### src/hdl/icfb_pkg.sv
`timescale 1ns / 1ps
// ----------------------------------------------------------------------------
// icfb_pkg: shared definitions for the IDEA block cipher with CFB feedback
// Round count, subkey memory layout, codes and the arithmetic helpers.
// ----------------------------------------------------------------------------
package icfb_pkg;

	localparam int ROUND_COUNT  = 8;
	localparam int SUBKEY_COUNT = 6 * ROUND_COUNT + 4;
	localparam int KIDX_W       = $clog2(SUBKEY_COUNT);
	// One memory row holds the six subkeys of one round; the output
	// transform takes a row of its own. Encryption rows come first.
	localparam int ROW_COUNT    = 2 * (ROUND_COUNT + 1);
	localparam int ROW_AW       = $clog2(ROW_COUNT);
	localparam int ROW_W        = 96;
	localparam int RND_W        = $clog2(ROUND_COUNT + 1);
	localparam int KEY_W        = 128;

	// Operating modes
	localparam logic [1:0] MODE_ECB_ENC = 2'd0;
	localparam logic [1:0] MODE_ECB_DEC = 2'd1;
	localparam logic [1:0] MODE_CFB_ENC = 2'd2;
	localparam logic [1:0] MODE_CFB_DEC = 2'd3;

	// Configuration register indexes
	localparam logic [1:0] CFG_KEY_HIGH = 2'd0;
	localparam logic [1:0] CFG_KEY_LOW  = 2'd1;
	localparam logic [1:0] CFG_IV       = 2'd2;

	typedef struct packed {
		logic              we;
		logic [ROW_AW-1:0] addr;
		logic [ROW_W-1:0]  data;
	} ram_wr_t;

	typedef struct packed {
		logic              re;
		logic [ROW_AW-1:0] addr;
	} ram_rd_t;

	// Multiplication modulo 65537, where a zero word stands for 65536.
	function automatic logic [15:0] mulmod(input logic [15:0] a, input logic [15:0] b);
		logic [31:0] p;
		logic [15:0] lo;
		logic [15:0] hi;
		p  = 32'(a) * 32'(b);
		lo = p[15:0];
		hi = p[31:16];
		if (a == 16'd0) begin
			mulmod = 16'd1 - b;
		end else if (b == 16'd0) begin
			mulmod = 16'd1 - a;
		end else begin
			mulmod = lo - hi + 16'(lo < hi);
		end
	endfunction

	// Encryption subkey k: the key rotated left by 25 bits per group of
	// eight, then the word at position k mod 8 from the top.
	function automatic logic [15:0] enc_subkey(input logic [KEY_W-1:0] key,
			input logic [KIDX_W-1:0] k);
		logic [2*KEY_W-1:0] dbl;
		logic [6:0]         amt;
		logic [KEY_W-1:0]   rot;
		logic [KEY_W-1:0]   sh;
		amt = 7'(25 * int'(k >> 3));
		dbl = {key, key} << amt;
		rot = dbl[2*KEY_W-1:KEY_W];
		sh  = rot >> (7'd112 - {k[2:0], 4'b0000});
		enc_subkey = sh[15:0];
	endfunction

endpackage

### src/hdl/icfb_core.sv
`timescale 1ns / 1ps
// ----------------------------------------------------------------------------
// icfb_core: IDEA round engine with ECB and CFB handling
// Runs each round from one subkey row, applies the output
// transform, forms the CFB result and updates the feedback register.
// ----------------------------------------------------------------------------
module icfb_core
	import icfb_pkg::*;
(
	input  logic              clk,
	input  logic              arst_n,
	input  logic              in_valid,
	output logic              in_stall,
	input  logic [1:0]        mode,
	input  logic [63:0]       block_in,
	input  logic [3:0]        byte_count,
	output logic              out_valid,
	input  logic              out_stall,
	output logic [63:0]       block_out,
	input  logic              ks_busy,
	input  logic              cfg_busy,
	input  logic              iv_we,
	input  logic [63:0]       iv_data,
	output ram_rd_t           rd,
	input  logic [ROW_W-1:0]  rd_data
);

	typedef enum logic [1:0] {C_IDLE, C_RUN, C_OUT} core_state_t;

	core_state_t       state_q;
	logic [1:0]        mode_q;
	logic [63:0]       data_q;
	logic [3:0]        n_q;
	logic              zero_q;
	logic [ROW_AW-1:0] base_q;
	logic [RND_W-1:0]  round_q;
	logic [1:0]        phase_q;
	logic [15:0]       x1_q, x2_q, x3_q, x4_q, t_q;
	logic [63:0]       feedback_q;
	logic              out_valid_q;
	logic [63:0]       block_out_q;

	logic              accept;
	logic              out_free;
	logic [3:0]        n_clamp;
	logic [63:0]       blk;
	logic [15:0]       k0, k1, k2, k3, k4, k5;
	logic [15:0]       ma_a, ma_b, ma, mb;
	logic [15:0]       x3n;
	logic [63:0]       y;
	logic [6:0]        sh;
	logic [63:0]       mask;
	logic [63:0]       res;
	logic [63:0]       ct;
	logic [63:0]       fb_next;

	// Handshake and subkey slots
	always_comb begin
		in_stall = (state_q != C_IDLE) || ks_busy || cfg_busy;
		accept   = in_valid && !in_stall;
		out_free = !out_valid_q || !out_stall;
		n_clamp  = (byte_count > 4'd8) ? 4'd8 : byte_count;
		blk      = (mode[1]) ? feedback_q : block_in;
		k0 = rd_data[ROW_W-1  -: 16];
		k1 = rd_data[ROW_W-17 -: 16];
		k2 = rd_data[ROW_W-33 -: 16];
		k3 = rd_data[ROW_W-49 -: 16];
		k4 = rd_data[ROW_W-65 -: 16];
		k5 = rd_data[ROW_W-81 -: 16];
	end

	// Subkey row reads: the first row at acceptance, the next one in the
	// last cycle of each round.
	always_comb begin
		rd.re   = accept || (state_q == C_RUN && phase_q == 2'd2);
		if (accept) begin
			rd.addr = (mode == MODE_ECB_DEC) ? ROW_AW'(ROUND_COUNT + 1) : '0;
		end else begin
			rd.addr = base_q + ROW_AW'(round_q) + ROW_AW'(1);
		end
	end

	// Shared multipliers and round arithmetic
	always_comb begin
		if (state_q == C_OUT || phase_q == 2'd0) begin
			ma_a = x1_q;
			ma_b = k0;
		end else if (phase_q == 2'd1) begin
			ma_a = x3_q ^ x1_q;
			ma_b = k4;
		end else begin
			ma_a = (x2_q ^ x4_q) + t_q;
			ma_b = k5;
		end
		ma  = mulmod(ma_a, ma_b);
		mb  = mulmod(x4_q, k3);
		x3n = t_q + ma;
		y   = {ma, x3_q + k1, x2_q + k2, mb};
	end

	// Result forming for ECB and CFB
	always_comb begin
		sh   = {n_q, 3'b000};
		mask = ~(64'hFFFF_FFFF_FFFF_FFFF >> sh);
		if (mode_q[1] == 1'b0) begin
			res = y;
			ct  = y;
		end else begin
			res = (data_q ^ y) & mask;
			ct  = (mode_q == MODE_CFB_ENC) ? res : (data_q & mask);
		end
		fb_next = (feedback_q << sh) | (ct >> (7'd64 - sh));
		if (zero_q) begin
			res = '0;
		end
	end

	// Control and datapath registers
	always_ff @(posedge clk or negedge arst_n) begin
		if (!arst_n) begin
			state_q     <= C_IDLE;
			mode_q      <= MODE_ECB_ENC;
			data_q      <= '0;
			n_q         <= '0;
			zero_q      <= 1'b0;
			base_q      <= '0;
			round_q     <= '0;
			phase_q     <= '0;
			x1_q        <= '0;
			x2_q        <= '0;
			x3_q        <= '0;
			x4_q        <= '0;
			t_q         <= '0;
			feedback_q  <= '0;
			out_valid_q <= 1'b0;
			block_out_q <= '0;
		end else begin
			// The output transform refills the register itself when it frees.
			if (out_valid_q && !out_stall && state_q != C_OUT) begin
				out_valid_q <= 1'b0;
			end
			if (iv_we) begin
				feedback_q <= iv_data;
			end
			unique case (state_q)
				C_IDLE: begin
					if (accept) begin
						mode_q  <= mode;
						data_q  <= block_in;
						n_q     <= mode[1] ? n_clamp : 4'd8;
						zero_q  <= mode[1] && (n_clamp == 4'd0);
						base_q  <= (mode == MODE_ECB_DEC) ? ROW_AW'(ROUND_COUNT + 1) : '0;
						round_q <= '0;
						phase_q <= '0;
						{x1_q, x2_q, x3_q, x4_q} <= blk;
						state_q <= (mode[1] && n_clamp == 4'd0) ? C_OUT : C_RUN;
					end
				end
				C_RUN: begin
					unique case (phase_q)
						2'd0: begin
							x1_q    <= ma;
							x2_q    <= x2_q + k1;
							x3_q    <= x3_q + k2;
							x4_q    <= mb;
							phase_q <= 2'd1;
						end
						2'd1: begin
							t_q     <= ma;
							phase_q <= 2'd2;
						end
						2'd2: begin
							x1_q    <= x1_q ^ ma;
							x4_q    <= x4_q ^ x3n;
							x2_q    <= ma ^ x3_q;
							x3_q    <= x3n ^ x2_q;
							phase_q <= 2'd0;
							if (round_q == RND_W'(ROUND_COUNT - 1)) begin
								state_q <= C_OUT;
							end else begin
								round_q <= round_q + RND_W'(1);
							end
						end
						default: phase_q <= 2'd0;
					endcase
				end
				C_OUT: begin
					if (out_free) begin
						out_valid_q <= 1'b1;
						block_out_q <= res;
						if (mode_q[1] && !zero_q && !iv_we) begin
							feedback_q <= fb_next;
						end
						state_q <= C_IDLE;
					end
				end
				default: state_q <= C_IDLE;
			endcase
		end
	end

	assign out_valid = out_valid_q;
	assign block_out = block_out_q;

	// A new word is only taken with the engine free.
	a_accept_idle: assert property (@(posedge clk) disable iff (!arst_n)
		accept |-> (state_q == C_IDLE && !ks_busy))
		else $error("word accepted while engine busy");

	// The round phase counter never reaches its unused code.
	a_phase_range: assert property (@(posedge clk) disable iff (!arst_n)
		phase_q != 2'd3)
		else $error("round phase out of range");

	// Results appear only after the output transform state.
	a_out_from_tail: assert property (@(posedge clk) disable iff (!arst_n)
		$rose(out_valid_q) |-> $past(state_q) == C_OUT)
		else $error("result raised outside the output transform");

	// The round counter stays within the round count.
	a_round_range: assert property (@(posedge clk) disable iff (!arst_n)
		round_q < RND_W'(ROUND_COUNT))
		else $error("round counter out of range");

endmodule

### config.mk
export PLATFORM = sky130hd
export DESIGN_NAME = icfb_core
export DESIGN_NICKNAME = d
export VERILOG_FILES = /design/src/hdl/icfb_pkg.sv /design/src/hdl/icfb_core.sv
export SDC_FILE = /design/constraint.sdc
export NUM_CORES = 2
export LEC_CHECK = 0
export BUFFER_PORTS_ARGS = -buffer_cell sky130_fd_sc_hd__buf_2
export CAP_MARGIN = 25
export CORE_UTILIZATION = 30
export CTS_CLUSTER_SIZE = 28
export DETAILED_ROUTE_END_ITERATION = 6
export GPL_ROUTABILITY_DRIVEN = 0
export PLACE_DENSITY = 0.43
export SYNTH_ARGS = -nofsm -noshare
export SYNTH_HDL_FRONTEND = slang
export SYNTH_SLANG_ARGS = --single-unit
### constraint.sdc
create_clock -name clk -period 22.7 [get_ports clk]
set_clock_uncertainty 0.15 [all_clocks]
set_input_delay 2.27 -clock clk [delete_from_list [all_inputs] [get_ports clk]]
set_output_delay 2.27 -clock clk [all_outputs]
set_load 0.1 [all_outputs]
; After elaboration in Yosys (flattened, before gate mapping)
; Cells that the tools add are included.
[word_totals]
regBits = 293
input_bits = 237
output_inout_bits = 72
wordCells = 149
[classes]
add_sub_neg = 18
n_mul = 2
order_cmp = 3
eq_ne = 14
shifts = 3
muxes = 49
bitwise_logic = 11
n_reduce_logical = 33
[op_table]
columns = operator, n
row1 = 64-bit two-way mux, 9
row2 = 16-bit one-hot mux with 2 select lines, 8
row3 = 16-bit two-way mux, 12
row4 = 64-bit AND, 2
row5 = 16-bit adder, 6
row6 = 16-bit bitwise XOR, 6
row7 = 16-bit zero test, 4
row8 = 16-bit by 16-bit multiplier with 32-bit output, 2
row9 = 64-bit inverter, 1
row10 = 64-bit bitwise OR, 1
row11 = 64-bit by 7-bit left shift with 64-bit output, 1
row12 = 64-bit by 7-bit >> shifter with 64-bit output, 1
row13 = 64-bit by 7-bit >> shifter with 64-bit output (first input constant), 1
row14 = 1-bit by 16-bit subtractor with 16-bit output (first input constant), 4
row15 = 64-bit bitwise XOR, 1
row16 = 16-bit by 1-bit adder with 16-bit output, 2
row17 = 16-bit < comparator, 2
row18 = 16-bit subtractor, 2
row19 = 4-bit two-way mux, 6
row20 = 2-bit two-way mux, 6
row21 = 2-bit inequality test (second input constant), 4
row22 = 2-bit one-hot mux with 2 select lines, 2
row23 = 4-bit one-hot mux with 2 select lines, 1
row24 = 2-bit AND reduction, 4
row25 = other kinds (21), 45

; Longest topological paths before layout
[depth]
word_depth = 18
depth_mapped = 69
depth_no_buf = 65

; Worst setup path before layout
; No wires, ideal clock.
[synth_path]
path_type = input -> register
startpoint = input rd_data[5]
endpoint = register x3_q[15]
setup_time_ns = 0.123
arrival_ns = 13.245
required_time_ns = 22.427
setup_slack_ns = 9.183
cell_stages = 52
n_path_buf = 1
cell_sequence = mux2_2 -> mux2i_1 -> clkbuf_1 -> nor2_1 -> fa_1 -> inv_1 -> fa_1 -> inv_1 -> fa_1 -> inv_1 -> fa_1 -> inv_1 -> fa_1 -> fa_1 -> ha_1 -> o21ai_0 -> o311ai_0 -> o211ai_1 -> (+16 left out) -> a21o_1 -> o21ai_0 -> o21ai_1 -> nand2_1 -> inv_1 -> ha_1 -> or2_2 -> a21oi_1 -> a211oi_1 -> o311a_1 -> o21a_1 -> o21ai_0 -> nand2b_1 -> a21oi_1 -> xnor2_1 -> xnor2_1 -> xnor2_1 -> o221a_2
[synth_between]
elab_chain_len = 11
elab_cells_between_ends = 14
cone_classes = add/sub (4) / mul (1) / order compare (1) / mux (6) / bitwise (1) / reduce/logical (1)
[synth_rtl]
columns = element, line_no
row1 = start: declaration, icfb_core.sv:25  ; input logic [ROW_W-1:0] rd_data
row2 = 16-bit two-way mux *, icfb_core.sv:88  ; end else if (phase_q == 2'd1) begin
row3 = 16-bit two-way mux *, icfb_core.sv:85  ; if (state_q == C_OUT || phase_q == 2'd0) begin
row4 = 16-bit by 16-bit multiplier with 32-bit output, icfb_pkg.sv:46  ; p = 32'(a) * 32'(b);
row5 = 16-bit subtractor / 16-bit < comparator (equally long branches), icfb_pkg.sv:54  ; mulmod = lo - hi + 16'(lo < hi);
row6 = 16-bit by 1-bit adder with 16-bit output, icfb_pkg.sv:54
row7 = 16-bit two-way mux *, icfb_pkg.sv:51  ; end else if (b == 16'd0) begin
row8 = 16-bit two-way mux *, icfb_pkg.sv:49  ; if (a == 16'd0) begin
row9 = named net ma[4], icfb_core.sv:48  ; logic [15:0] ma_a, ma_b, ma, mb;
row10 = 16-bit adder *, icfb_core.sv:97  ; x3n = t_q + ma;
row11 = 16-bit bitwise XOR *, icfb_core.sv:176  ; x3_q <= x3n ^ x2_q;
row12 = 16-bit one-hot mux with 2 select lines *, icfb_core.sv:160  ; unique case (phase_q)
row13 = 16-bit one-hot mux with 2 select lines *, icfb_core.sv:145  ; unique case (state_q)
row14 = end signal: assignment, icfb_core.sv:155  ; {x1_q, x2_q, x3_q, x4_q} <= blk;
row15 = end signal: assignment, icfb_core.sv:164  ; x3_q <= x3_q + k2;
row16 = end signal: assignment, icfb_core.sv:176
row17 = end: declaration, icfb_core.sv:38  ; logic [15:0] x1_q, x2_q, x3_q, x4_q, t_q;
; Mark *: on every way through the listed nets, which the timed path passes. The rest lies on a longest branch.
; A chain may end at the register's enable or synchronous reset.

; Worst setup path in the final report
[layout_path]
startpoint = register x4_q[3]
endpoint = register x3_q[15]
[layout_between]
elab_chain_len = 13
elab_cells_between_ends = 16
cone_classes = add/sub (5) / mul (1) / order compare (1) / mux (6) / bitwise (2) / reduce/logical (1)
[layout_rtl]
columns = element, line_no
row1 = start: declaration, icfb_core.sv:38
row2 = start signal: assignment, icfb_core.sv:155
row3 = start signal: assignment, icfb_core.sv:165  ; x4_q <= mb;
row4 = start signal: assignment, icfb_core.sv:174  ; x4_q <= x4_q ^ x3n;
row5 = 16-bit bitwise XOR *, icfb_core.sv:92  ; ma_a = (x2_q ^ x4_q) + t_q;
row6 = 16-bit adder *, icfb_core.sv:92
row7 = 16-bit two-way mux *, icfb_core.sv:88
row8 = 16-bit two-way mux *, icfb_core.sv:85
row9 = 16-bit by 16-bit multiplier with 32-bit output, icfb_pkg.sv:46
row10 = 16-bit subtractor / 16-bit < comparator (equally long branches), icfb_pkg.sv:54
row11 = 16-bit by 1-bit adder with 16-bit output, icfb_pkg.sv:54
row12 = 16-bit two-way mux, icfb_pkg.sv:51
row13 = 16-bit two-way mux *, icfb_pkg.sv:49
row14 = named net ma[4], icfb_core.sv:48
row15 = 16-bit adder *, icfb_core.sv:97
row16 = 16-bit bitwise XOR *, icfb_core.sv:176
row17 = 16-bit one-hot mux with 2 select lines *, icfb_core.sv:160
row18 = 16-bit one-hot mux with 2 select lines *, icfb_core.sv:145
; Marks and branches as above.

==> results.md <==
- Outcome: completed
- CTS clock-pin slew for the worst setup and hold paths: 70 ps
- Highest net fanout along the worst path: 22
- # IOs: roughly 310
- Final worst-path cycle share: 0.6793
- Die Height: around 400 um
- Top cells by area in the synthesized netlist: fa_1 (18%), dfrtp_1 (16%), ha_1 (10%)
- Launching instance or port of the critical path: x4_q[3]
- Number of maximum-capacitance constraint violations: 0
- Number of nets in the layout: 7,115
- Net count after synthesis: between 6,000 and 7,000
- Launching element type of the critical path: flip-flop
- CTS tree: yes
- Die footprint: roughly 160,000 um2
- CTS Root Buffer Type: clkbuf_16
- H-tree depth reported by CTS: 2
- Number of global-route vias before repair: 43,660
- EDFF count, synth: 0
- Largest net degree at the start of global routing: roughly 140
- Routed via count: approximately 46,000
- First-pass DRT Iterations: 6
- Number of storage elements in the synthesis netlist: 289
- Post-route core utilization: 0.3357
- Fraction of registers with async set/reset: 1.000
- Gr ovfl total: 0
- HPWL Detailed: 171,800 um
- Buffers on Ports: 308
- Worst hold path class: flip-flop to flip-flop
- Area occupied by multi-input gates: 35,730 um2
- Setup violators final: 0
- Post-Syn Area: 46,440 um2
- Share of layout cells above drive strength 1: 0.1061
- Actual slew at the worst max-slew pin: 1229 ps
- Final Non-Filler Cells: 8,173
- Sum of routed wire length over all layers: 220,100 um
- Gate Count Post-Synth: 5,970
- DRC Markers: 0
- Maximum count of clock buffers along a single path: 3
- Initial Utilization: 0.3018
- Yosys cell types: 105
- First-pass GRT wire length: 317,000 um
- Final ANT Viol Nets: 0
- Required time of the critical path: 23,010 ps
- Global-route total usage across every layer: 0.2759
- Top flip-flop cell by instance count after synthesis: dfrtp_1
- Sequential share of the synthesized area: 0.1557
- Critical path buffers and inverters: 7
- Fraction of post-synthesis cell area in the top cell type by area: 0.1767
- Post-CTS resize count: 0
- Max-Slew Margin vs Limit: 0.1732
- WP data arrival: about 16,000 ps
- Final-layout setup total negative slack: 0 ps
- Antenna violations before repair: 7
- Cell type with the largest total area after synthesis: fa_1
- Register-to-register setup slack: ~7300 ps
- Number of buffers inserted for hold repair after clock tree synthesis: 0
- Violation count after the first detailed-routing iteration: 5,115
- Critical path's largest stage delay: ~620 ps
- Yosys warning total: 0
- Avg Cell Area, Syn: 7.779 um2
- Kind of cell adding the most delay to the critical path: adder cells
- Slew Viols, Final: 0
- Launching point of the worst reg2reg path: x4_q[3]
- Core area: 153,900 um2
- # rows: 144
- Post-CTS Setup Inserts: 0
- Total instance count after detailed placement: 8,102
- Highest-delay cell along the critical path: o311ai_0
- Top-count cell post-synth: nand2_1
- Inserted Clock Buffers: 36
- Filler cell count: 16,530
- Area taken by flip-flops and latches: ~7200 um2
- Wire per inst: 26.93 um
- Clock insertion delay at the later pin of the skew report: 590 ps
- Critical path endpoint category: flip-flop
- Startpoint-to-endpoint class of the critical path: flip-flop to flip-flop
- Highest attainable clock frequency: 64.85 MHz
- Synthesis-to-finish area growth: 11.22%
- Minimum period implied by the final worst setup slack: 15,420 ps
- List of most frequent post-synthesis cells: nand2_1 (890), nor2_1 (594), inv_1 (573)
- Most numerous cell on the critical path: fa_1
- Clock sink count: 289
- Horizontal die dimension: 395.4 um
- Startpoint of the most critical hold path: block_out[14]
- Ratio of routed vias to standard cells: around 5.6
- Unrepaired setup endpoints after global routing: no
- Final hold violations: 0
registers in the layout, summed over array words and instances, names as in the netlist:
register	cells
block_out	64
data_q	64
feedback_q	64
t_q	16
x1_q	16
x2_q	16
x3_q	16
x4_q	16
n_q	4
round_q	4
mode_q	2
phase_q	2
state_q	2
base_q	1
out_valid	1
zero_q	1
worst paths after layout:
path,cells after the start,endpoint
worst min-delay path,2,block_out[14]
worst min register to register,2,block_out[14]
min in group asynchronous,1,data_q[16]
worst max-delay path,60,x3_q[15]
max in group asynchronous,3,mode_q[0]
worst max register to register,60,x3_q[15]
placed cells by master, fill, tap and decap left out, types with 119 or more instances in the layout:
cell type	count
fa_1	410
buf_2	305
dfrtp_1	284
buf_4	138
ha_1	372
and2_1	119
nand2_1	888
o21ai_0	381
mux2i_1	172
nor2_1	587
xnor2_1	167
a21oi_1	372
inv_1	571
cell families after synthesis:
kind of cell / share of synthesized area
and+or+nand+nor: 0.2006
adders and majority gates: 0.2770
AOI/OAI and AO/OA: 0.1880
xor gates and xnor gates: 0.05017
DFF: 0.1557
muxes: 0.05095
buffers and inverters: 0.07759
worst reg2reg max path, delay by kind of cell (launching register included):
family	cells	cell delay, ps
XOR/XNOR	5	1030
AND/OR/NAND/NOR	11	2050
adder cells (fa/ha/maj)	14	5560
AO/OA/AOI/OAI	22	5060
multiplexers	1	430
buffers and inverters	7	730
flip-flops	1	320
metal layers:
metal,share of wire,vias up,GRT usage
li1,-,20480,-
met1,0.46,22840,0.4014
met2,0.42,2038,0.4115
met3,0.088,287,0.05223
met4,0.032,4,0.07667
met5,0.00012,-,0
final cells by class:
cell class                 count  share of cell area
antenna                        5           0.0002422
timing repair buffer         446             0.05051
sequential                   289              0.1403
clock inverter                15            0.004433
clock buffer                  51             0.02091
inverter                     582             0.04229
tap                         2044             0.04951
multi-input combinational   4741              0.6918
through the flow:
stage / setup WS [ps] / instance area (um2) / hold slack (ps)
floorplan: 9183 / 46440 / 310.7
global placement: 7494 / 50320 / 309.6
detailed placement: 7504 / 50330 / 316.0
CTS: 7406 / 51640 / 330.8
global route: 6246 / 51640 / 351.7
finish: 7280 / 51650 / 324.9
Power is not shown: default switching activity piles up to over one toggle a cycle in this logic, so the estimate is an artifact.
