--- config.mk ---
export PLATFORM = sky130hd
export DESIGN_NAME = icfb_keysched
export DESIGN_NICKNAME = d
export VERILOG_FILES = /design/src/hdl/icfb_pkg.sv /design/src/hdl/icfb_keysched.sv
export SDC_FILE = /design/constraint.sdc
export NUM_CORES = 2
export LEC_CHECK = 0
export BUFFER_PORTS_ARGS = -buffer_cell sky130_fd_sc_hd__buf_4
export CAP_MARGIN = 10
export CORE_MARGIN = 5
export CORE_UTILIZATION = 65
export CTS_BUF_LIST = sky130_fd_sc_hd__clkbuf_4 sky130_fd_sc_hd__clkbuf_8
export CTS_CLUSTER_SIZE = 12
export DETAILED_ROUTE_END_ITERATION = 6
export HOLD_SLACK_MARGIN = 0.02
export PLACE_DENSITY = 0.95
export SLEW_MARGIN = 20
export SYNTH_ARGS = -nofsm -noshare
export SYNTH_HDL_FRONTEND = slang
export SYNTH_SLANG_ARGS = --single-unit
--- constraint.sdc ---
create_clock -name clk -period 14.1 [get_ports clk]
set_clock_uncertainty 0.1 [all_clocks]
set_input_delay 2.82 -clock clk [delete_from_list [all_inputs] [get_ports clk]]
set_output_delay 2.82 -clock clk [all_outputs]
set_load 0.03 [all_outputs]
--- src/hdl/icfb_pkg.sv ---
`timescale 1ns / 1ps
// ----------------------------------------------------------------------------
// icfb_pkg: shared definitions for the IDEA block cipher with CFB feedback
// Round count, subkey memory layout, codes and the arithmetic helpers.
// ----------------------------------------------------------------------------
package icfb_pkg;

	localparam int ROUND_COUNT  = 8;
	localparam int SUBKEY_COUNT = 6 * ROUND_COUNT + 4;
	localparam int KIDX_W       = $clog2(SUBKEY_COUNT);
	// One memory row holds the six subkeys of one round; the output
	// transform takes a row of its own. Encryption rows come first.
	localparam int ROW_COUNT    = 2 * (ROUND_COUNT + 1);
	localparam int ROW_AW       = $clog2(ROW_COUNT);
	localparam int ROW_W        = 96;
	localparam int RND_W        = $clog2(ROUND_COUNT + 1);
	localparam int KEY_W        = 128;

	// Operating modes
	localparam logic [1:0] MODE_ECB_ENC = 2'd0;
	localparam logic [1:0] MODE_ECB_DEC = 2'd1;
	localparam logic [1:0] MODE_CFB_ENC = 2'd2;
	localparam logic [1:0] MODE_CFB_DEC = 2'd3;

	// Configuration register indexes
	localparam logic [1:0] CFG_KEY_HIGH = 2'd0;
	localparam logic [1:0] CFG_KEY_LOW  = 2'd1;
	localparam logic [1:0] CFG_IV       = 2'd2;

	typedef struct packed {
		logic              we;
		logic [ROW_AW-1:0] addr;
		logic [ROW_W-1:0]  data;
	} ram_wr_t;

	typedef struct packed {
		logic              re;
		logic [ROW_AW-1:0] addr;
	} ram_rd_t;

	// Multiplication modulo 65537, where a zero word stands for 65536.
	function automatic logic [15:0] mulmod(input logic [15:0] a, input logic [15:0] b);
		logic [31:0] p;
		logic [15:0] lo;
		logic [15:0] hi;
		p  = 32'(a) * 32'(b);
		lo = p[15:0];
		hi = p[31:16];
		if (a == 16'd0) begin
			mulmod = 16'd1 - b;
		end else if (b == 16'd0) begin
			mulmod = 16'd1 - a;
		end else begin
			mulmod = lo - hi + 16'(lo < hi);
		end
	endfunction

	// Encryption subkey k: the key rotated left by 25 bits per group of
	// eight, then the word at position k mod 8 from the top.
	function automatic logic [15:0] enc_subkey(input logic [KEY_W-1:0] key,
			input logic [KIDX_W-1:0] k);
		logic [2*KEY_W-1:0] dbl;
		logic [6:0]         amt;
		logic [KEY_W-1:0]   rot;
		logic [KEY_W-1:0]   sh;
		amt = 7'(25 * int'(k >> 3));
		dbl = {key, key} << amt;
		rot = dbl[2*KEY_W-1:KEY_W];
		sh  = rot >> (7'd112 - {k[2:0], 4'b0000});
		enc_subkey = sh[15:0];
	endfunction

endpackage

--- src/hdl/icfb_keysched.sv ---
`timescale 1ns / 1ps
// ----------------------------------------------------------------------------
// icfb_keysched: subkey expansion sequencer
// Builds the encryption and decryption subkey rows one slot at a time and
// writes each finished row to the subkey memory. Inverses modulo 65537 are
// taken as v^65535 by a square-and-multiply loop, one product per cycle.
// ----------------------------------------------------------------------------
module icfb_keysched
	import icfb_pkg::*;
(
	input  logic             clk,
	input  logic             arst_n,
	input  logic             start,
	input  logic [KEY_W-1:0] key,
	output ram_wr_t          wr,
	output logic             busy
);

	typedef enum logic [1:0] {KS_IDLE, KS_SLOT, KS_INV, KS_WRITE} ks_state_t;
	typedef enum logic [1:0] {OP_COPY, OP_NEG, OP_INV, OP_ZERO} ks_op_t;

	ks_state_t         state_q;
	logic [ROW_AW-1:0] row_q;
	logic [2:0]        slot_q;
	logic [ROW_W-1:0]  row_data_q;
	logic [15:0]       acc_q;
	logic [15:0]       inv_v_q;
	logic [3:0]        inv_cnt_q;
	logic              inv_ph_q;

	logic              is_dec;
	logic [ROW_AW-1:0] er;
	logic [KIDX_W-1:0] base;
	logic [KIDX_W-1:0] src;
	ks_op_t            op;
	logic [15:0]       raw;
	logic [15:0]       slot_val;
	logic [15:0]       prod;

	// Map the current row and slot to a source subkey and an operation.
	always_comb begin
		is_dec = (row_q > ROW_AW'(ROUND_COUNT));
		er     = is_dec ? (row_q - ROW_AW'(ROUND_COUNT + 1)) : row_q;
		base   = KIDX_W'(6 * (ROUND_COUNT - int'(er)));
		src    = '0;
		op     = OP_ZERO;
		if (!is_dec) begin
			src = KIDX_W'(6 * int'(er) + int'(slot_q));
			if (er == ROW_AW'(ROUND_COUNT) && slot_q >= 3'd4) begin
				op = OP_ZERO;
			end else begin
				op = OP_COPY;
			end
		end else if (er == ROW_AW'(ROUND_COUNT)) begin
			src = KIDX_W'(slot_q);
			if (slot_q == 3'd0 || slot_q == 3'd3) begin
				op = OP_INV;
			end else if (slot_q < 3'd4) begin
				op = OP_NEG;
			end else begin
				op = OP_ZERO;
			end
		end else begin
			// The first decryption round keeps the additive subkeys in place;
			// every later one swaps them.
			unique case (slot_q)
				3'd0: begin
					src = base;
					op  = OP_INV;
				end
				3'd1: begin
					src = base + ((er == '0) ? KIDX_W'(1) : KIDX_W'(2));
					op  = OP_NEG;
				end
				3'd2: begin
					src = base + ((er == '0) ? KIDX_W'(2) : KIDX_W'(1));
					op  = OP_NEG;
				end
				3'd3: begin
					src = base + KIDX_W'(3);
					op  = OP_INV;
				end
				3'd4: begin
					src = base - KIDX_W'(2);
					op  = OP_COPY;
				end
				3'd5: begin
					src = base - KIDX_W'(1);
					op  = OP_COPY;
				end
				default: begin
					src = '0;
					op  = OP_ZERO;
				end
			endcase
		end
		raw = enc_subkey(key, src);
		unique case (op)
			OP_COPY: slot_val = raw;
			OP_NEG:  slot_val = 16'd0 - raw;
			OP_INV:  slot_val = raw;
			OP_ZERO: slot_val = '0;
			default: slot_val = '0;
		endcase
		prod = inv_ph_q ? mulmod(acc_q, inv_v_q) : mulmod(acc_q, acc_q);
	end

	// Sequencer: slots, inverse iterations and row writes.
	always_ff @(posedge clk or negedge arst_n) begin
		if (!arst_n) begin
			state_q    <= KS_SLOT;
			row_q      <= '0;
			slot_q     <= '0;
			row_data_q <= '0;
			acc_q      <= '0;
			inv_v_q    <= '0;
			inv_cnt_q  <= '0;
			inv_ph_q   <= 1'b0;
		end else if (start) begin
			state_q <= KS_SLOT;
			row_q   <= '0;
			slot_q  <= '0;
		end else begin
			unique case (state_q)
				KS_IDLE: begin
					state_q <= KS_IDLE;
				end
				KS_SLOT: begin
					if (op == OP_INV) begin
						inv_v_q   <= raw;
						acc_q     <= 16'd1;
						inv_cnt_q <= '0;
						inv_ph_q  <= 1'b0;
						state_q   <= KS_INV;
					end else begin
						for (int j = 0; j < 6; j++) begin
							if (slot_q == 3'(j)) begin
								row_data_q[ROW_W-1-16*j -: 16] <= slot_val;
							end
						end
						slot_q  <= slot_q + 3'd1;
						state_q <= (slot_q == 3'd5) ? KS_WRITE : KS_SLOT;
					end
				end
				KS_INV: begin
					acc_q    <= prod;
					inv_ph_q <= ~inv_ph_q;
					if (inv_ph_q) begin
						inv_cnt_q <= inv_cnt_q + 4'd1;
						if (inv_cnt_q == 4'd15) begin
							for (int j = 0; j < 6; j++) begin
								if (slot_q == 3'(j)) begin
									row_data_q[ROW_W-1-16*j -: 16] <= prod;
								end
							end
							slot_q  <= slot_q + 3'd1;
							state_q <= (slot_q == 3'd5) ? KS_WRITE : KS_SLOT;
						end
					end
				end
				KS_WRITE: begin
					slot_q <= '0;
					if (row_q == ROW_AW'(ROW_COUNT - 1)) begin
						state_q <= KS_IDLE;
					end else begin
						row_q   <= row_q + ROW_AW'(1);
						state_q <= KS_SLOT;
					end
				end
				default: state_q <= KS_IDLE;
			endcase
		end
	end

	assign wr.we   = (state_q == KS_WRITE);
	assign wr.addr = row_q;
	assign wr.data = row_data_q;
	assign busy    = (state_q != KS_IDLE);

endmodule

# [Word-level counts from Yosys, hierarchy flattened]
# Cells that the tools add are included.
[word_totals] output_inout_bits=103 input_bits=131 wordCells=162 register_bits=143
[classes] n_eq_ne=34 bitwise=2 n_reduce_logical=27 shifts=2 add_sub_neg=19 n_lt_le_gt_ge=5 mul=5 muxes=55
[ops] cell="two-way mux 96 bit" n=3
[ops] cell="two-way mux 16 bit" n=17
[ops] cell="<< shifter 256 x 7 -> 256 bit" n=1
[ops] cell="case mux 96 bit (2 select lines)" n=1
[ops] cell="right shift 128 x 7 -> 16 bit" n=1
[ops] cell="multiplier 16 x 16 -> 32 bit" n=2
[ops] cell="case mux 16 bit (3 select lines)" n=1
[ops] cell="subtractor 1 x 16 -> 16 bit, first input constant" n=3
[ops] cell="AND reduction 7 bit" n=6
[ops] cell="case mux 6 bit (6 select lines)" n=1
[ops] cell="inequality test 2 bit, second input constant" n=17
[ops] cell="adder 16 x 1 -> 16 bit" n=2
[ops] cell="zero test 16 bit" n=2
[ops] cell="< comparator 16 bit" n=2
[ops] cell="case mux 16 bit (2 select lines)" n=1
[ops] cell="subtractor 16 bit" n=2
[ops] cell="two-way mux 2 bit" n=12
[ops] cell="two-way mux 5 bit" n=4
[ops] cell="adder 6 x 2 -> 6 bit" n=2
[ops] cell="two-way mux 3 bit" n=4
[ops] cell="two-way mux 6 bit" n=2
[ops] cell="inequality test 3 bit, second input constant" n=3
[ops] cell="case mux 3 bit (3 select lines)" n=1
[ops] cell="equality test 2 bit, second input constant" n=4
[ops] cell="41 further kinds" n=55

# [Depth between registers and ports, before layout]
[depth] word_depth=16 depth_mapped=60 ltp_nobuf=59

# [Least setup slack after synthesis]
# OpenSTA, ideal clock, no wires.
[synth_path] kind="reg2reg" from="register row_q[0]" to="register row_data_q[10]" period_less_slack_ns=11.260 arrival_ns=11.017 path_buffers=16 setup_time_ns=0.143 path_stages_with_launch=49 t_required_ns=13.857 setup_slack_ns=2.840 cell_sequence="dfrtp_1 buf_2 inv_1 ha_1 nand2b_4 buf_6 a21oi_1 clkbuf_1 a21boi_0 inv_1 ha_1 nand2_1 a31o_2 a211oi_1 nand2_1 ha_1 fa_1 xnor2_1 [13 not listed] inv_1 clkbuf_1 buf_1 clkbuf_1 clkbuf_1 clkbuf_1 mux4_2 a21oi_1 a221oi_1 o32ai_1 o311ai_1 o211ai_2 ha_1 nand4bb_1 nor4_2 nor2_1 a211oi_1 o21ai_0"
[synth_between] elab_chain_cells=16 elab_cells_between_ends=38 classes_between="add/sub: 10; mul: 3; order compare: 1; eq/ne: 5; shift: 2; mux: 13; reduce/logical: 4"
[synth_rtl] item="start: declaration" line="icfb_keysched.sv:23" text="logic [ROW_AW-1:0] row_q;"
[synth_rtl] item="start signal: assignment" line="icfb_keysched.sv:166" text="row_q <= row_q + ROW_AW'(1);"
[synth_rtl] item="subtractor 5 x 4 -> 5 bit or greater-than comparator 5 x 4 -> 1 bit (tied branches)" line="icfb_keysched.sv:43, icfb_keysched.sv:42"
[synth_rtl] item="two-way mux 5 bit" line="icfb_keysched.sv:43" text="er = is_dec ? (row_q - ROW_AW'(ROUND_COUNT + 1)) : row_q;"
[synth_rtl] item="subtractor 4 x 5 -> 6 bit or zero test 5 bit (tied branches)" line="icfb_keysched.sv:44, icfb_keysched.sv:72, icfb_keysched.sv:76"
[synth_rtl] item="multiplier 3 x 6 -> 5 bit, or another cell as far along" line="icfb_keysched.sv:44" text="base = KIDX_W'(6 * (ROUND_COUNT - int'(er)));"
[synth_rtl] item="subtractor 6 x 1 -> 6 bit, or another cell as far along" line="icfb_keysched.sv:88" text="src = base - KIDX_W'(1);"
[synth_rtl] item="case mux 6 bit (6 select lines)" line="icfb_keysched.sv:66" text="unique case (slot_q)"
[synth_rtl] item="two-way mux 6 bit" line="icfb_keysched.sv:54" text="end else if (er == ROW_AW'(ROUND_COUNT)) begin"
[synth_rtl] item="two-way mux 6 bit" line="icfb_keysched.sv:47" text="if (!is_dec) begin"
[synth_rtl] item="multiplier 5 x 3 -> 7 bit" line="icfb_pkg.sv:66" text="amt = 7'(25 * int'(k >> 3));"
[synth_rtl] item="<< shifter 256 x 7 -> 256 bit" line="icfb_pkg.sv:67" text="dbl = {key, key} << amt;"
[synth_rtl] item="right shift 128 x 7 -> 16 bit" line="icfb_pkg.sv:69" text="sh = rot >> (7'd112 - {k[2:0], 4'b0000});"
[synth_rtl] item="subtractor 1 x 16 -> 16 bit" line="icfb_keysched.sv:100" text="OP_NEG: slot_val = 16'd0 - raw;"
[synth_rtl] item="case mux 16 bit (3 select lines)" line="icfb_keysched.sv:98" text="unique case (op)"
[synth_rtl] item="two-way mux 16 bit" line="icfb_keysched.sv:137" text="if (slot_q == 3'(j)) begin"
[synth_rtl] item="two-way mux 96 bit" line="icfb_keysched.sv:129" text="if (op == OP_INV) begin"
[synth_rtl] item="case mux 96 bit (2 select lines)" line="icfb_keysched.sv:124" text="unique case (state_q)"
[synth_rtl] item="end signal: indexed assignment" line="icfb_keysched.sv:138" text="row_data_q[ROW_W-1-16*j -: 16] <= slot_val;"
[synth_rtl] item="end signal: indexed assignment" line="icfb_keysched.sv:153" text="row_data_q[ROW_W-1-16*j -: 16] <= prod;"
[synth_rtl] item="end: declaration" line="icfb_keysched.sv:25" text="logic [ROW_W-1:0] row_data_q;"
# Several ways; a longest one is shown, not always the timed one. The select of a mux whose other input is x is not followed.
# A chain may end at the register's enable or synchronous reset.

# [Final worst setup path]
[layout_path] from="register inv_v_q[2]" to="register row_data_q[63]"
[layout_between] elab_chain_cells=10 elab_cells_between_ends=13 classes_between="add/sub: 3; mul: 1; order compare: 1; mux: 7; reduce/logical: 1"
[layout_rtl] item="start: declaration" line="icfb_keysched.sv:27" text="logic [15:0] inv_v_q;"
[layout_rtl] item="start signal: assignment" line="icfb_keysched.sv:130" text="inv_v_q <= raw;"
[layout_rtl] item="multiplier 16 x 16 -> 32 bit" line="icfb_pkg.sv:46" text="p = 32'(a) * 32'(b);"
[layout_rtl] item="subtractor 16 bit or < comparator 16 bit (tied branches)" line="icfb_pkg.sv:54" text="mulmod = lo - hi + 16'(lo < hi);"
[layout_rtl] item="adder 16 x 1 -> 16 bit" line="icfb_pkg.sv:54"
[layout_rtl] item="two-way mux 16 bit" line="icfb_pkg.sv:51" text="end else if (b == 16'd0) begin"
[layout_rtl] item="two-way mux 16 bit *" line="icfb_pkg.sv:49" text="if (a == 16'd0) begin"
[layout_rtl] item="two-way mux 16 bit *" line="icfb_keysched.sv:105" text="prod = inv_ph_q ? mulmod(acc_q, inv_v_q) : mulmod(acc_q, acc_q);"
[layout_rtl] item="two-way mux 16 bit *" line="icfb_keysched.sv:152" text="if (slot_q == 3'(j)) begin"
[layout_rtl] item="two-way mux 96 bit *" line="icfb_keysched.sv:150" text="if (inv_cnt_q == 4'd15) begin"
[layout_rtl] item="two-way mux 96 bit *" line="icfb_keysched.sv:148" text="if (inv_ph_q) begin"
[layout_rtl] item="case mux 96 bit (2 select lines) *" line="icfb_keysched.sv:124"
# Mark *: on every way between the ends. The rest lies on a longest branch, timed or not. The select of a mux whose other input is x is not followed.

==> reports/results.ini <==
[final_layout]
fillers = 4675
layout_commonest_cell = nand2_1
mostFrequentLayoutCells = 573 x nand2_1, 557 x inv_1, 378 x fa_1
areaGrowthSynthToFinish_pct = 6.66
finalNonFillerCells = 5963
fin_util_pct = 69.8
drive_gt1_share_pct = 13.0
fin_nets = 5908

[routing]
drt-vias-per-instance = 7.38
routed_wl_um = 188000
ant_nets = 0
drtIter0Drc = 7566
firstDrtPassIters = 7
routedWlPerCell_um = 31.5
route.detailed.drc = 32
num_vias = 44000

[min_path]
hold_path_class = reg -> reg
hp-start = row_data_q[50]$_DFFE_PN0P_

[sta]
finalSetupViolCount = 0
slew_headroom_pct = 18.3
worstMarginPinSlew_ns = 1.22
rsz0062_at_grt = no
max_freq_mhz = 74.6
hold_viol = 0
drv_slew = 0
tns_ns = 0
fin_crit_sh_pct = 95.1
min_period_ns = 13.40
fin_ws_ns = 0.697

[setup_path]
worstPathArrival_ns = 13.75
path_class = reg -> reg
crit_start = inv_v_q[2]$_DFFE_PN0P_
crit_slowest_cell = dfrtp_1
cp.required_ns = 14.45
cp_max_fo = 16
cp_slowest_stage_delay_ns = 0.93
r2r_start = inv_v_q[2]$_DFFE_PN0P_
cp_common_cell = ha_1
cp-end-kind = register
cpLargestDelayFamily = compound AO/OA/AOI/OAI gates
worstSetupStartpointType = register
critical_path_buf_inv_count = 6

[floorplanning]
core-area_um2 = 62900
rows = 92
io-pin-count = 234
start_util_pct = 65.4
dieArea_um2 = 68400
fp.dieH_um = 261
die_w_um = 261

[pwr]
pwr_density_cell_nw_per_um2 = 115
ir_worst_vdd_uv = 177
total_power_mw = 5.05
leakagePower_nw = 21.5

[clock_network]
ctsHoldBuffers = 0
clock_sinks = 143
clk_path_buf_depth = 2
clockRootBuffer = clkbuf_8
worstSkewPairLatency_ns = 0.52
cts_tree = done
cts_resized = 0
path_clk_slew_ns = 0.09
cts_max_level = 4
cts_setup_buffers = 0
cts_buffers = 17

[global_route]
antenna_found_initial = 12
grt_max_degree = 105
grt_overflow_total = 0
first_global_vias = 43900
track_usage_pct = 53.6
grt_pass1_wl_um = 276000

[logic_synthesis]
syn_area_um2 = 41100
yosys.cell_types.count = 117
synth_top_area_share_pct = 18.4
ys.flop_type = dfrtp_1
synth_largest_area_cell = fa_1
ys_seq_elements = 143
synth_edf_count = 0
yosys_warnings = 0
syn_inst = 5076
synth-async-reset-ratio_pct = 100
synth_area_per_cell_um2 = 8.10
synth.area.top_cells = fa_1 18%, ha_1 9.2%, mux2i_1 8.7%, dfrtp_1 8.6%, nand2_1 5.2%
ys_seq_area_share_pct = 8.71
syn_nets = 5887

[place]
pre_cts_ws_ns = 1.36
placedCellCount = 5924
finalWeightedCongestion = 1.14
hpwlAfterDp_um = 145000
io_buffers = 233

[outcome]
status = finished with violations
failed_checks = design-rule violations

[run]
drv_cap = 0

[power by group]
part	internal (mW)	leakage, nW	switching, mW
clock network	0.165	0.198	0.188
registers	0.560	1.76	0.151
logic	1.43	19.6	2.56
[area by class of cell]
class,instances,area [um2],share of cell area (%)
diodes,7,17.5,0.0399
clock buffers,19,249,0.568
clock inverters,13,154,0.351
inverters,563,2120,4.84
multi-input cells,4015,34000,77.5
flip-flops and latches,143,3580,8.16
well taps,846,1060,2.41
repair buffers,357,2700,6.15
[tightest hold or removal path, cell delays in order (launching register included)]
cell     delay [ns]
dfrtp_1        0.35
nand2_1        0.05
nand2_1        0.06
[Yosys cell counts (50+ instances only)]
| library cell | count |
|---|---|
| nand2_1 | 574 |
| inv_1 | 559 |
| fa_1 | 378 |
| nor2_1 | 368 |
| mux2i_1 | 357 |
| ha_1 | 302 |
| clkbuf_1 | 232 |
| o21ai_0 | 222 |
| and2_1 | 192 |
| a21oi_1 | 189 |
| nand3_1 | 148 |
| dfrtp_1 | 142 |
| mux2_2 | 111 |
| nor3_1 | 94 |
| xnor2_1 | 81 |
| o211ai_1 | 72 |
| mux4_2 | 69 |
| buf_2 | 58 |
| a211oi_1 | 56 |
| a31oi_1 | 50 |
[stage by stage]
| step | hold slack [ns] | cell area [um2] |
|---|---|---|
| after detailed placement | 0.365 | 43400 |
| after CTS | 0.388 | 43800 |
| after global placement | 0.362 | 43400 |
| after floorplan | 0.421 | 41100 |
| after global routing | 0.408 | 43800 |
| final | 0.388 | 43900 |
[kinds of logic (layout without fill, tap and decap cells)]
family | count (synthesis) | after routing | share of synthesized area (%)
AND/OR/NAND/NOR | 1600 | 1600 | 18.3
AO/OA/AOI/OAI | 1066 | 1066 | 17.9
buffers and inverters | 918 | 952 | 9.03
adder cells (fa/ha/maj) | 680 | 680 | 27.6
multiplexers | 544 | 544 | 15.8
flip-flops | 143 | 143 | 8.71
XOR/XNOR | 125 | 125 | 2.77
other | 0 | 7 | 0
[path summary, 6_finish.rpt]
| kind | end | slack, ns | depth (start not counted) |
|---|---|---|---|
| max | row_data_q[63]$_DFFE_PN0P_ | 0.70 | 54 |
| min | row_data_q[50]$_DFFE_PN0P_ | 0.39 | 2 |
| max reg2reg | row_data_q[63]$_DFFE_PN0P_ | 0.70 | 54 |
| min reg2reg | row_data_q[50]$_DFFE_PN0P_ | 0.39 | 2 |
| max in group asynchronous | row_data_q[60]$_DFFE_PN0P_ | 10.23 | 2 |
| min in group asynchronous | row_data_q[84]$_DFFE_PN0P_ | 2.21 | 1 |
[layer usage]
metal	GRT usage, %	part of all wire, %
met5	0.926	0.067
met4	44.1	11
met3	19.5	14
met2	79.9	42
met1	61.7	32
[registers in the layout, indices dropped and copies added, names as in the netlist]
name,flops
inv_cnt_q,4
row_q,5
slot_q,3
acc_q,16
inv_v_q,16
state_q,2
row_data_q,96
inv_ph_q,1
Note: power is estimated with default switching activity, not from simulation.
